==> config.mk <==
export PLATFORM = sky130hd
export DESIGN_NAME = peer_table_update_with_aging_core_flat
export DESIGN_NICKNAME = d
export VERILOG_FILES = /design/src/hw/rtl/ptua_pkg.sv /design/src/hw/rtl/ptua_if.sv /design/src/hw/rtl/ptua_useq.sv /design/src/hw/rtl/ptua_dpath.sv /design/src/hw/rtl/peer_table_update_with_aging_core.sv /design/src/flat_wrapper.sv
export SDC_FILE = /design/constraint.sdc
export NUM_CORES = 2
export LEC_CHECK = 0
export BUFFER_PORTS_ARGS = -buffer_cell sky130_fd_sc_hd__buf_2
export CAP_MARGIN = 10
export CORE_MARGIN = 2
export CORE_UTILIZATION = 45
export DETAILED_ROUTE_END_ITERATION = 6
export HOLD_SLACK_MARGIN = 0.08
export MAX_ROUTING_LAYER = met4
export PLACE_DENSITY = 0.59
export SYNTH_ARGS = -nofsm -noshare
export SYNTH_HDL_FRONTEND = slang
export SYNTH_HIERARCHICAL = 1
export SYNTH_SLANG_ARGS = --single-unit
==> constraint.sdc <==
create_clock -name i_clk -period 9.55 [get_ports i_clk]
set_clock_uncertainty 0.1 [all_clocks]
set_input_delay 0.4775 -clock i_clk [delete_from_list [all_inputs] [get_ports i_clk]]
set_output_delay 0.4775 -clock i_clk [all_outputs]
set_load 0.05 [all_outputs]
==> src/hw/rtl/ptua_pkg.sv <==
// Shared types and constants for the peer table with aging.
package ptua_pkg;

    localparam logic [31:0] TIMEOUT_RESET = 32'd60000;

    localparam logic [1:0] OUT_UPDATED  = 2'd0;
    localparam logic [1:0] OUT_INSERTED = 2'd1;
    localparam logic [1:0] OUT_DROPPED  = 2'd2;

    typedef logic [3:0] t_pc;

    localparam t_pc STEP_IDLE     = 4'd0;
    localparam t_pc STEP_SCAN_CHK = 4'd1;
    localparam t_pc STEP_SCAN_CMP = 4'd2;
    localparam t_pc STEP_HIT      = 4'd3;
    localparam t_pc STEP_NEW      = 4'd4;
    localparam t_pc STEP_AGE_CHK  = 4'd5;
    localparam t_pc STEP_AGE_CMP  = 4'd6;
    localparam t_pc STEP_SET_CNT  = 4'd7;
    localparam t_pc STEP_PLACE    = 4'd8;
    localparam t_pc STEP_INSERT   = 4'd9;
    localparam t_pc STEP_DROP     = 4'd10;
    localparam t_pc STEP_OUT      = 4'd11;

    typedef enum logic [2:0] {
        COND_NEVER    = 3'd0,
        COND_ALWAYS   = 3'd1,
        COND_IN_VALID = 3'd2,
        COND_I_END    = 3'd3,
        COND_KEY_MISS = 3'd4,
        COND_NOT_FULL = 3'd5,
        COND_FULL     = 3'd6,
        COND_OUT_FREE = 3'd7
    } t_cond;

    // One microcode word
    typedef struct packed {
        t_cond cond;
        logic  hold;        // stay on this step while the condition is false
        t_pc   target;
        logic  accept;
        logic  clr_i;
        logic  clr_keep;
        logic  inc_i;
        logic  inc_i_miss;
        logic  wr_hit;
        logic  keep_wr;
        logic  set_cnt;
        logic  insert;
        logic  res_upd;
        logic  res_drop;
        logic  load_out;
    } t_ctrl;

    typedef struct packed {
        logic in_valid;
        logic i_end;
        logic key_miss;
        logic not_full;
        logic out_free;
    } t_stat;

    typedef struct packed {
        logic [55:0]        key;
        logic signed [7:0]  strength;
        logic [31:0]        seen;
    } t_entry;

endpackage

==> src/hw/rtl/ptua_if.sv <==
// Sighting and result channel interfaces.
interface ptua_in_if;
    logic               valid;
    logic               ready;
    logic [47:0]        device_address;
    logic [7:0]         address_kind;
    logic signed [7:0]  signal_strength;
    logic [31:0]        now_ms;

    modport source (output valid, device_address, address_kind, signal_strength, now_ms,
                    input ready);
    modport sink   (input valid, device_address, address_kind, signal_strength, now_ms,
                    output ready);
endinterface

interface ptua_out_if;
    logic       valid;
    logic       ready;
    logic [1:0] outcome;
    logic [3:0] slot;
    logic [4:0] entry_count;

    modport source (output valid, outcome, slot, entry_count, input ready);
    modport sink   (input valid, outcome, slot, entry_count, output ready);
endinterface

==> src/hw/rtl/ptua_useq.sv <==
// Microcode ROM, step counter and jump logic.
module ptua_useq
    import ptua_pkg::*;
(
    input  logic  i_clk,
    input  logic  i_rst_n,
    input  t_stat i_stat,
    output t_ctrl o_ctrl,
    output t_pc   o_pc
);

    t_pc   r_pc;
    t_pc   n_pc;
    t_ctrl cw;
    logic  taken;

    function automatic t_ctrl ucode(input t_pc pc);
        t_ctrl w;
        w = '0;
        case (pc)
            STEP_IDLE: begin
                w.cond = COND_IN_VALID; w.target = STEP_SCAN_CHK; w.hold = 1'b1;
                w.accept = 1'b1; w.clr_i = 1'b1;
            end
            STEP_SCAN_CHK: begin
                w.cond = COND_I_END; w.target = STEP_NEW;
            end
            STEP_SCAN_CMP: begin
                w.cond = COND_KEY_MISS; w.target = STEP_SCAN_CHK; w.inc_i_miss = 1'b1;
            end
            STEP_HIT: begin
                w.cond = COND_ALWAYS; w.target = STEP_OUT;
                w.wr_hit = 1'b1; w.res_upd = 1'b1;
            end
            STEP_NEW: begin
                w.cond = COND_NOT_FULL; w.target = STEP_INSERT;
                w.clr_i = 1'b1; w.clr_keep = 1'b1;
            end
            STEP_AGE_CHK: begin
                w.cond = COND_I_END; w.target = STEP_SET_CNT;
            end
            STEP_AGE_CMP: begin
                w.cond = COND_ALWAYS; w.target = STEP_AGE_CHK;
                w.keep_wr = 1'b1; w.inc_i = 1'b1;
            end
            STEP_SET_CNT: begin
                w.cond = COND_NEVER; w.set_cnt = 1'b1;
            end
            STEP_PLACE: begin
                w.cond = COND_FULL; w.target = STEP_DROP;
            end
            STEP_INSERT: begin
                w.cond = COND_ALWAYS; w.target = STEP_OUT; w.insert = 1'b1;
            end
            STEP_DROP: begin
                w.cond = COND_NEVER; w.res_drop = 1'b1;
            end
            STEP_OUT: begin
                w.cond = COND_OUT_FREE; w.target = STEP_IDLE; w.hold = 1'b1;
                w.load_out = 1'b1;
            end
            default: begin
                w.cond = COND_ALWAYS; w.target = STEP_IDLE;
            end
        endcase
        return w;
    endfunction

    always_comb begin
        cw = ucode(r_pc);
        case (cw.cond)
            COND_NEVER:    taken = 1'b0;
            COND_ALWAYS:   taken = 1'b1;
            COND_IN_VALID: taken = i_stat.in_valid;
            COND_I_END:    taken = i_stat.i_end;
            COND_KEY_MISS: taken = i_stat.key_miss;
            COND_NOT_FULL: taken = i_stat.not_full;
            COND_FULL:     taken = !i_stat.not_full;
            COND_OUT_FREE: taken = i_stat.out_free;
            default:       taken = 1'b1;
        endcase
        if (taken) begin
            n_pc = cw.target;
        end else if (cw.hold) begin
            n_pc = r_pc;
        end else begin
            n_pc = r_pc + 4'd1;
        end
    end

    always_ff @(posedge i_clk) begin
        if (!i_rst_n) begin
            r_pc <= STEP_IDLE;
        end else begin
            r_pc <= n_pc;
        end
    end

    assign o_ctrl = cw;
    assign o_pc   = r_pc;

endmodule

==> src/hw/rtl/ptua_dpath.sv <==
// Table memory, index and count registers, compare and age logic, result register.
module ptua_dpath
    import ptua_pkg::*;
#(
    parameter int MAX_ENTRIES = 16,
    localparam int CW = $clog2(MAX_ENTRIES + 1)
) (
    input  logic          i_clk,
    input  logic          i_rst_n,
    input  logic          i_cfg_we,
    input  logic [31:0]   i_cfg_wdata,
    input  t_ctrl         i_ctrl,
    output t_stat         o_stat,
    output logic [CW-1:0] o_cnt,
    ptua_in_if.sink       i_in,
    ptua_out_if.source    o_out
);

    localparam int IW = (MAX_ENTRIES > 1) ? $clog2(MAX_ENTRIES) : 1;

    t_entry r_mem [MAX_ENTRIES];
    t_entry r_rd;

    logic [CW-1:0]      r_cnt;
    logic [CW-1:0]      r_i;
    logic [CW-1:0]      r_keep;
    logic [31:0]        r_timeout;
    logic [55:0]        r_key;
    logic signed [7:0]  r_str;
    logic [31:0]        r_now;

    logic [1:0] r_res_outcome;
    logic [3:0] r_res_slot;
    logic [4:0] r_res_count;

    logic       r_ov;
    logic [1:0] r_o_outcome;
    logic [3:0] r_o_slot;
    logic [4:0] r_o_count;

    logic       accept;
    logic       out_free;
    logic       key_miss;
    logic       fresh;
    logic [31:0] age;

    logic          wr_en;
    logic [IW-1:0] wr_addr;
    t_entry        wr_data;

    assign accept   = i_ctrl.accept && i_in.valid;
    assign out_free = !r_ov || o_out.ready;
    assign key_miss = r_rd.key != r_key;
    assign age      = r_now - r_rd.seen;        // wraps modulo 2^32
    assign fresh    = age < r_timeout;

    assign o_stat.in_valid = i_in.valid;
    assign o_stat.i_end    = r_i >= r_cnt;
    assign o_stat.key_miss = key_miss;
    assign o_stat.not_full = r_cnt < CW'(MAX_ENTRIES);
    assign o_stat.out_free = out_free;

    always_comb begin
        wr_en   = 1'b0;
        wr_addr = r_i[IW-1:0];
        wr_data = '{key: r_key, strength: r_str, seen: r_now};
        if (i_ctrl.wr_hit) begin
            wr_en = 1'b1;
        end else if (i_ctrl.keep_wr) begin
            // survivors slide down towards slot 0
            wr_en   = fresh;
            wr_addr = r_keep[IW-1:0];
            wr_data = r_rd;
        end else if (i_ctrl.insert) begin
            wr_en   = 1'b1;
            wr_addr = r_cnt[IW-1:0];
        end
    end

    always_ff @(posedge i_clk) begin
        if (wr_en) begin
            r_mem[wr_addr] <= wr_data;
        end
        r_rd <= r_mem[r_i[IW-1:0]];
    end

    always_ff @(posedge i_clk) begin
        if (!i_rst_n) begin
            r_timeout <= TIMEOUT_RESET;
            r_cnt     <= '0;
            r_i       <= '0;
            r_keep    <= '0;
            r_ov      <= 1'b0;
        end else begin
            if (i_cfg_we) begin
                r_timeout <= i_cfg_wdata;
            end
            if (i_ctrl.clr_i) begin
                r_i <= '0;
            end else if (i_ctrl.inc_i || (i_ctrl.inc_i_miss && key_miss)) begin
                r_i <= r_i + CW'(1);
            end
            if (i_ctrl.clr_keep) begin
                r_keep <= '0;
            end else if (i_ctrl.keep_wr && fresh) begin
                r_keep <= r_keep + CW'(1);
            end
            if (i_ctrl.set_cnt) begin
                r_cnt <= r_keep;
            end else if (i_ctrl.insert) begin
                r_cnt <= r_cnt + CW'(1);
            end
            if (i_ctrl.load_out && out_free) begin
                r_ov <= 1'b1;
            end else if (o_out.ready) begin
                r_ov <= 1'b0;
            end
        end
    end

    always_ff @(posedge i_clk) begin
        if (accept) begin
            r_key <= {i_in.address_kind, i_in.device_address};
            r_str <= i_in.signal_strength;
            r_now <= i_in.now_ms;
        end
        if (i_ctrl.res_upd) begin
            r_res_outcome <= OUT_UPDATED;
            r_res_slot    <= 4'(r_i);
            r_res_count   <= 5'(r_cnt);
        end else if (i_ctrl.insert) begin
            r_res_outcome <= OUT_INSERTED;
            r_res_slot    <= 4'(r_cnt);
            r_res_count   <= 5'(r_cnt + CW'(1));
        end else if (i_ctrl.res_drop) begin
            r_res_outcome <= OUT_DROPPED;
            r_res_slot    <= 4'd0;
            r_res_count   <= 5'(r_cnt);
        end
        if (i_ctrl.load_out && out_free) begin
            r_o_outcome <= r_res_outcome;
            r_o_slot    <= r_res_slot;
            r_o_count   <= r_res_count;
        end
    end

    assign i_in.ready        = i_ctrl.accept;
    assign o_out.valid       = r_ov;
    assign o_out.outcome     = r_o_outcome;
    assign o_out.slot        = r_o_slot;
    assign o_out.entry_count = r_o_count;
    assign o_cnt             = r_cnt;

endmodule

==> src/hw/rtl/peer_table_update_with_aging_core.sv <==
// A beat that hits entry k scans entries 0 to k; a new key scans all N entries, and when
// the table is full it then runs aging over the table (N entries) before the append or drop.
// One result per beat; the two-step scan and compaction loops of the microcode, one
// table read each, set the pace, and a new beat is taken only once the last result is loaded.
// Reset: synchronous active low; empties the table and sets the stale timeout to 60000 ms.
// The next beat is taken while an earlier result still waits in the output register.
module peer_table_update_with_aging_core
    import ptua_pkg::*;
#(
    parameter int MAX_ENTRIES = 16
) (
    input  logic        i_clk,
    input  logic        i_rst_n,
    input  logic        i_cfg_we,
    input  logic [31:0] i_cfg_wdata,
    ptua_in_if.sink     i_in,
    ptua_out_if.source  o_out
);

    localparam int CW = $clog2(MAX_ENTRIES + 1);

    t_ctrl         w_ctrl;
    t_stat         w_stat;
    t_pc           w_pc;
    logic [CW-1:0] w_cnt;

    ptua_useq u_useq (
        .i_clk   (i_clk),
        .i_rst_n (i_rst_n),
        .i_stat  (w_stat),
        .o_ctrl  (w_ctrl),
        .o_pc    (w_pc)
    );

    ptua_dpath #(
        .MAX_ENTRIES (MAX_ENTRIES)
    ) u_dpath (
        .i_clk       (i_clk),
        .i_rst_n     (i_rst_n),
        .i_cfg_we    (i_cfg_we),
        .i_cfg_wdata (i_cfg_wdata),
        .i_ctrl      (w_ctrl),
        .o_stat      (w_stat),
        .o_cnt       (w_cnt),
        .i_in        (i_in),
        .o_out       (o_out)
    );

`ifndef ASSERT_OFF
    a_cnt_bound: assert property (@(posedge i_clk) disable iff (!i_rst_n)
        w_cnt <= CW'(MAX_ENTRIES))
        else $error("entry count above table size");

    a_leave_idle: assert property (@(posedge i_clk) disable iff (!i_rst_n)
        (i_in.valid && i_in.ready) |=> (w_pc != STEP_IDLE))
        else $error("sequencer stayed idle after taking a beat");

    a_shrink_on_age: assert property (@(posedge i_clk) disable iff (!i_rst_n)
        (w_cnt < $past(w_cnt)) |-> ($past(w_pc) == STEP_SET_CNT))
        else $error("entry count fell outside compaction");
`endif

endmodule

==> src/flat_wrapper.sv <==
// flat-port wrapper written by rule: the top's interface ports become plain ports
module peer_table_update_with_aging_core_flat import ptua_pkg::*;
#(
    parameter int MAX_ENTRIES = 16
)
  (i_clk, i_rst_n, i_cfg_we, i_cfg_wdata, i_in_valid, i_in_device_address, i_in_address_kind, i_in_signal_strength, i_in_now_ms, i_in_ready, o_out_valid, o_out_outcome, o_out_slot, o_out_entry_count, o_out_ready);
  ptua_in_if i_in_i ();
  ptua_out_if o_out_i ();
  input  logic i_clk;
  input  logic i_rst_n;
  input  logic i_cfg_we;
  input  logic [31:0] i_cfg_wdata;
  input wire logic [$bits(i_in_i.valid)-1:0] i_in_valid;
  input wire logic [$bits(i_in_i.device_address)-1:0] i_in_device_address;
  input wire logic [$bits(i_in_i.address_kind)-1:0] i_in_address_kind;
  input wire logic [$bits(i_in_i.signal_strength)-1:0] i_in_signal_strength;
  input wire logic [$bits(i_in_i.now_ms)-1:0] i_in_now_ms;
  output wire logic [$bits(i_in_i.ready)-1:0] i_in_ready;
  output wire logic [$bits(o_out_i.valid)-1:0] o_out_valid;
  output wire logic [$bits(o_out_i.outcome)-1:0] o_out_outcome;
  output wire logic [$bits(o_out_i.slot)-1:0] o_out_slot;
  output wire logic [$bits(o_out_i.entry_count)-1:0] o_out_entry_count;
  input wire logic [$bits(o_out_i.ready)-1:0] o_out_ready;
  assign i_in_i.valid = i_in_valid;
  assign i_in_i.device_address = i_in_device_address;
  assign i_in_i.address_kind = i_in_address_kind;
  assign i_in_i.signal_strength = i_in_signal_strength;
  assign i_in_i.now_ms = i_in_now_ms;
  assign i_in_ready = i_in_i.ready;
  assign o_out_valid = o_out_i.valid;
  assign o_out_outcome = o_out_i.outcome;
  assign o_out_slot = o_out_i.slot;
  assign o_out_entry_count = o_out_i.entry_count;
  assign o_out_i.ready = o_out_ready;
  peer_table_update_with_aging_core #(.MAX_ENTRIES(MAX_ENTRIES)) u_core (.i_clk(i_clk), .i_rst_n(i_rst_n), .i_cfg_we(i_cfg_we), .i_cfg_wdata(i_cfg_wdata), .i_in(i_in_i), .o_out(o_out_i));
endmodule
Yosys cells after proc, flatten, opt, wreduce, memory -nomap -nowiden:

Memories as Yosys holds them, arrays and structs flattened. A register that Yosys moved wholly into a read port is not among the register bits.
Cells that the tools add are included.
W data, S select, Z words.

* memories kept: 1
* input bits: 133
* RAM bits: 1536
* output and inout bits: 13
* flip-flop bits (word level): 170

* $add $sub $neg: 5
* $lt $le $gt $ge: 3
* eq/ne operators: 20
* bitwise logic cells: 1
* mux-type cells: 38
* reductions and logical operators: 23

Memory list
* u_core.u_dpath.r_mem: depth 16, bits a word 96, rd ports 1, clocked after memory_dff 1, write ports 1, line ptua_dpath.sv:21 `t_entry r_mem [MAX_ENTRIES];`

Operators with widths (count)
* $mux W96: 2
* $ne A56 B56 Y1: 1
* $lt A32 B32 Y1: 1
* $mux W4: 8
* $sub A32 B32 Y32: 1
* $pmux W4 S7: 1
* $mux W5: 5
* $pmux W3 S7: 1
* $mux W1: 20
* $reduce_or A2 Y1: 9
* $eq A4 B3 Y1 const B: 4
* $eq A4 B4 Y1 const B: 4
* $add A5 B1 Y5 const B: 3
* $eq A3 B3 Y1 const B: 4
* $eq A4 B2 Y1 const B: 2
* $pmux W1 S8: 1
* $eq A3 B2 Y1 const B: 2
* $reduce_bool A2 Y1: 3
* $ge A5 B5 Y1: 1
* $lt A5 B5 Y1 const B: 1
* $add A4 B1 Y4 const B: 1
* $eq A4 B1 Y1 const B: 1
* $logic_and A1 B1 Y1: 4
* $logic_not A4 Y1: 1
* other kinds (7): 9

Logic depth before layout (Yosys ltp):

* word-level depth: 7
* mapped depth: 22
* mapped depth without buffers: 21

Cells and area by module:

Netlist, hierarchy kept.

Modules (own cells, without submodules)
* ptua_dpath: cells each 2961, instances 1, seq. area each 48286.3 sq um, area an instance 64151.5 sq um
* ptua_useq: cells each 73, instances 1, seq. area each 80.1 sq um, area an instance 590.6 sq um

Worst setup path after synthesis:

No wires, ideal clock.

* kind: reg-to-reg
* start: register u_core.u_dpath.r_now[0]
* end: memory u_core/u_dpath/r_mem[14][0] (netlist bit) (enable)
* required time: 8915 ps
* library setup time: 535 ps
* arrival time: 7979 ps
* cell stages (with the launch flop): 22
* path slack: 935 ps
* cell sequence: edfxtp_1 > inv_1 > ha_1 > inv_1 > fa_1 > a211oi_1 > o21ai_0 > a21o_1 > a2111oi_0 > o21ai_0 > a21oi_1 > o21ai_0 > xor2_1 > ha_1 > a21oi_1 > and2b_1 > o21ai_0 > o2111ai_1 > a21o_1 > o31ai_1 > or3b_2 > nor2_1

* longest elaborated chain between the ends: 6

Ends and longest elaborated chain
* start: declaration: line ptua_dpath.sv:30 `logic [31:0] r_now;`
* start signal: assignment: line ptua_dpath.sv:125 `r_now <= i_in.now_ms;`
* $sub A32 B32 Y32: line ptua_dpath.sv:54 `assign age = r_now - r_rd.seen;`
* $lt A32 B32 Y1: line ptua_dpath.sv:55 `assign fresh = age < r_timeout;`
* $mux W1: line ptua_dpath.sv:69 `end else if (i_ctrl.keep_wr) begin`
* $mux W1: line ptua_dpath.sv:67 `if (i_ctrl.wr_hit) begin`
* $mux W1: line ptua_dpath.sv:81 `if (wr_en) begin`
* $mux W1 (not written as such): line ptua_dpath.sv:82 `r_mem[wr_addr] <= wr_data;`
* end: declaration: line ptua_dpath.sv:21

No other way between the ends.

Final worst setup path:

* start: register u_core.u_dpath.r_now[0]
* end: memory u_core/u_dpath/r_mem[13][54] (netlist bit) (enable)

Same word-level chain as after synthesis.

==> impl_metrics.yaml <==
clocking:
  htreeDepth: 4
  ctsResizeCount: 0
  cts_buffers: 169
  cts_buffer_depth: 3
  clk_latency_ns: 0.79
  cts_sinks: 1658
  root_buffer: "clkbuf_16"
  clk_pin_slew_ns: 0.06
  cts_setup_buffers: 0
  cts_tree: "done"
sta:
  setup_viol: 0
  hold_viol: 0
  finalSetupTns_ns: 0
  final_max_slew_viol_count: 0
  rsz0062_at_grt: "no"
  tightest_slew_ns: 1.08
  min_period_over_period_pct: 76.2
  fmax_mhz: 137
  min_period_ns: 7.28
  slew_headroom_pct: 28.0
hold_path:
  hold_class: "primary input to register"
  worstHoldPathCells: 2
  hold_end: "u_core/u_dpath/r_timeout[6]"
  worstHoldStart: "i_rst_n"
logic_synthesis:
  syn-cell-area_sq_um: 64700
  ys.flop_type: "edfxtp_1"
  synth.top_cell.area_share_pct: 70.3
  synth_seq_area_share_pct: 74.7
  yosysTopAreaCell: "edfxtp_1"
  ys_top_cells_by_area: "edfxtp_1, mux4_2, dfxtp_1"
  synthArstFlopShare_pct: 0
  synth_edf_count: 1516
  yosysWarnings: 6
  synth.distinct_cells: 64
  ys_ff_latch: 1658
  synth_fp_nets: 3243
  avgSynthCellArea_sq_um: 21.3
  netlist_instances: 3034
final_layout:
  layout-drive-gt1-share_pct: 28.3
  layout_common_cells: "edfxtp_1, mux4_2, clkbuf_16"
  final_net_count: 3588
  n_antenna_cell: 0
  stdcell_count: 5424
  area_growth_pct: 15.3
  final_common_cell: "edfxtp_1"
  stdcell_area_sq_um: 74700
  fin_util_pct: 52.2
critical_path:
  crit-reg2reg-launch: "u_core/u_dpath/r_now[0]"
  cp.arrival_ns: 7.61
  worstSetupStartpointType: "register"
  cp.required_ns: 9.87
  crit_start: "u_core/u_dpath/r_now[0]"
  worstSetupPathType: "register to register"
  critPathCaptureType: "register"
  reg2reg_slack_ns: 2.27
  rr_endpoint: "u_core/u_dpath/r_mem[13][54]"
  r2r_cells: 22
  crit_fanout: 44
place:
  dpl.hpwl_mm: 76.4
  dp.cells: 4990
  io_buffers: 137
  gp_congestion: 0.901
  place_area_sq_um: 68000
power:
  p_leak_nw: 23.6
  power_density_nw_per_um2: 245
  max-vdd-ir-drop_uv: 190
route:
  avgViaCountPerCell: 5.68
  drc: 0
  drt-initial-drc-count: 2782
  vias: 30800
  dr_wl_met3_mm: 7.64
  drt-met1-wl_mm: 64.9
  ant_nets: 0
  dr_wl_met2_mm: 72.0
  wire_per_inst_um: 27.1
  drt_first_pass_iters: 7
  routed.top_layer: "met4"
  wl_mm: 147
global_routing:
  grt_usage_pct: 20.9
  antenna_found_initial: 2
  grt_max_degree: 137
  grt_first_pass_wirelength_mm: 216
  grt_pass1_vias: 32500
  gr-total-overflow: 0
die:
  row_count: 139
  start_util_pct: 45.2
  core_sq_um: 143000
  fp.dieW_um: 383
  io-pin-count: 146
  die_area_sq_um: 147000
  die_y_um: 383
job:
  drv_cap: 0
status:
  status: "completed"
-- routing by layer --
metal	vias up	global-route usage, %
met4	0	5.05
met2	947	32.9
met1	16400	29.1
met3	212	2.86
li1	13200	-
met5	-	-
-- final cells by class --
type,instances,area (sq um)
Clock inverter,83,696
Fill cell,11100,68500
Inverter,84,315
Sequential cell,1658,48400
Timing Repair Buffer,312,2540
Tap cell,1903,2380
Multi-Input combinational cell,1154,15600
Clock buffer,230,4710
-- how the worst max path moves through the flow --
stage                                              end  cells past startpoint
after floorplan            u_core/u_dpath/r_mem[14][0]                     21
after global placement    u_core/u_dpath/r_mem[15][45]                     22
after detailed placement  u_core/u_dpath/r_mem[15][64]                     22
after CTS                 u_core/u_dpath/r_mem[15][54]                     22
after global routing       u_core/u_dpath/r_mem[5][64]                     23
final                     u_core/u_dpath/r_mem[13][54]                     22
-- synthesized netlist by cell type, types with 8 or more instances --
master and count:
edfxtp_1 1516, xnor2_1 86, nand3_1 9, buf_2 10
mux2i_1 33, dfxtp_1 142, o211ai_1 8, o21ai_0 41
clkbuf_1 83, ha_1 75, inv_1 84, and2_1 13
nand4_1 25, nor3_1 9, nand2_1 50, nor2b_1 33
xor2_1 14, a21oi_1 53, a21o_1 22, nor2_1 47
mux2_2 89, buf_1 38, mux4_2 440, o21a_1 14
-- critical path: stages (launching register included) --
cell	delay, ns
edfxtp_1	0.37
inv_1	0.08
ha_1	0.21
inv_1	0.08
fa_1	0.44
a211oi_1	0.31
o21ai_0	0.22
a21o_1	0.25
a2111oi_0	0.47
o21ai_0	0.21
a21oi_1	0.29
o21ai_0	0.14
xor2_1	0.16
ha_1	0.19
a21oi_1	0.14
and2b_1	0.19
o21ai_0	0.15
o2111ai_1	0.14
a21o_1	0.25
o31ai_1	0.68
or3b_2	0.64
nor2_4	0.72
buf_12	0.41
-- where the power goes --
| part | switching, mW | internal (mW) |
|---|---|---|
| clock network | 2.75 | 3.63 |
| logic | 1.70 | 1.26 |
| registers | 0.221 | 8.70 |
| total | 4.67 | 13.6 |
-- state kept, by name (all words and copies together), names as in the netlist --
| name | cells |
|---|---|
| u_core/u_dpath/r_mem | 1408 |
| u_core/u_dpath/r_rd | 88 |
| u_core/u_dpath/r_key | 56 |
| u_core/u_dpath/r_now | 32 |
| u_core/u_dpath/r_timeout | 32 |
| u_core/u_dpath/o_cnt | 5 |
| u_core/u_dpath/o_out.entry_count | 5 |
| u_core/u_dpath/r_i | 5 |
| u_core/u_dpath/r_keep | 5 |
| u_core/u_dpath/r_res_count | 5 |
| u_core/u_dpath/o_out.slot | 4 |
| u_core/u_dpath/r_res_slot | 4 |
| u_core/u_useq/o_pc | 4 |
| u_core/u_dpath/o_out.outcome | 2 |
| u_core/u_dpath/r_res_outcome | 2 |
| u_core/u_dpath/o_out.valid | 1 |
-- metrics by stage --
stage	hold WS (ns)	power [mW]	setup slack (ns)
floorplan	0.300	11.1	0.935
global placement	0.310	11.9	2.12
detailed placement	0.305	12.0	2.36
CTS	0.0916	18.5	2.30
global route	0.185	19.0	1.84
finish	0.160	18.3	2.27
-- repair_timing --
item                                    4_1_cts  5_1_grt
endpoints found under the hold margin       121        0
hold buffers                                121        0
endpoints found under the setup margin        0        0
-- logic make-up after synthesis --
family                     after synthesis  share of synthesized area (%)
AOI/OAI and AO/OA                      184                           1.84
xor gates and xnor gates               100                           1.35
adders and majority gates               76                           1.48
buffers and inverters                  222                           1.35
DFF                                   1658                           74.7
muxes                                  562                           17.4
and+or+nand+nor                        232                           1.91
Note: power is estimated with default switching activity, not from simulation.
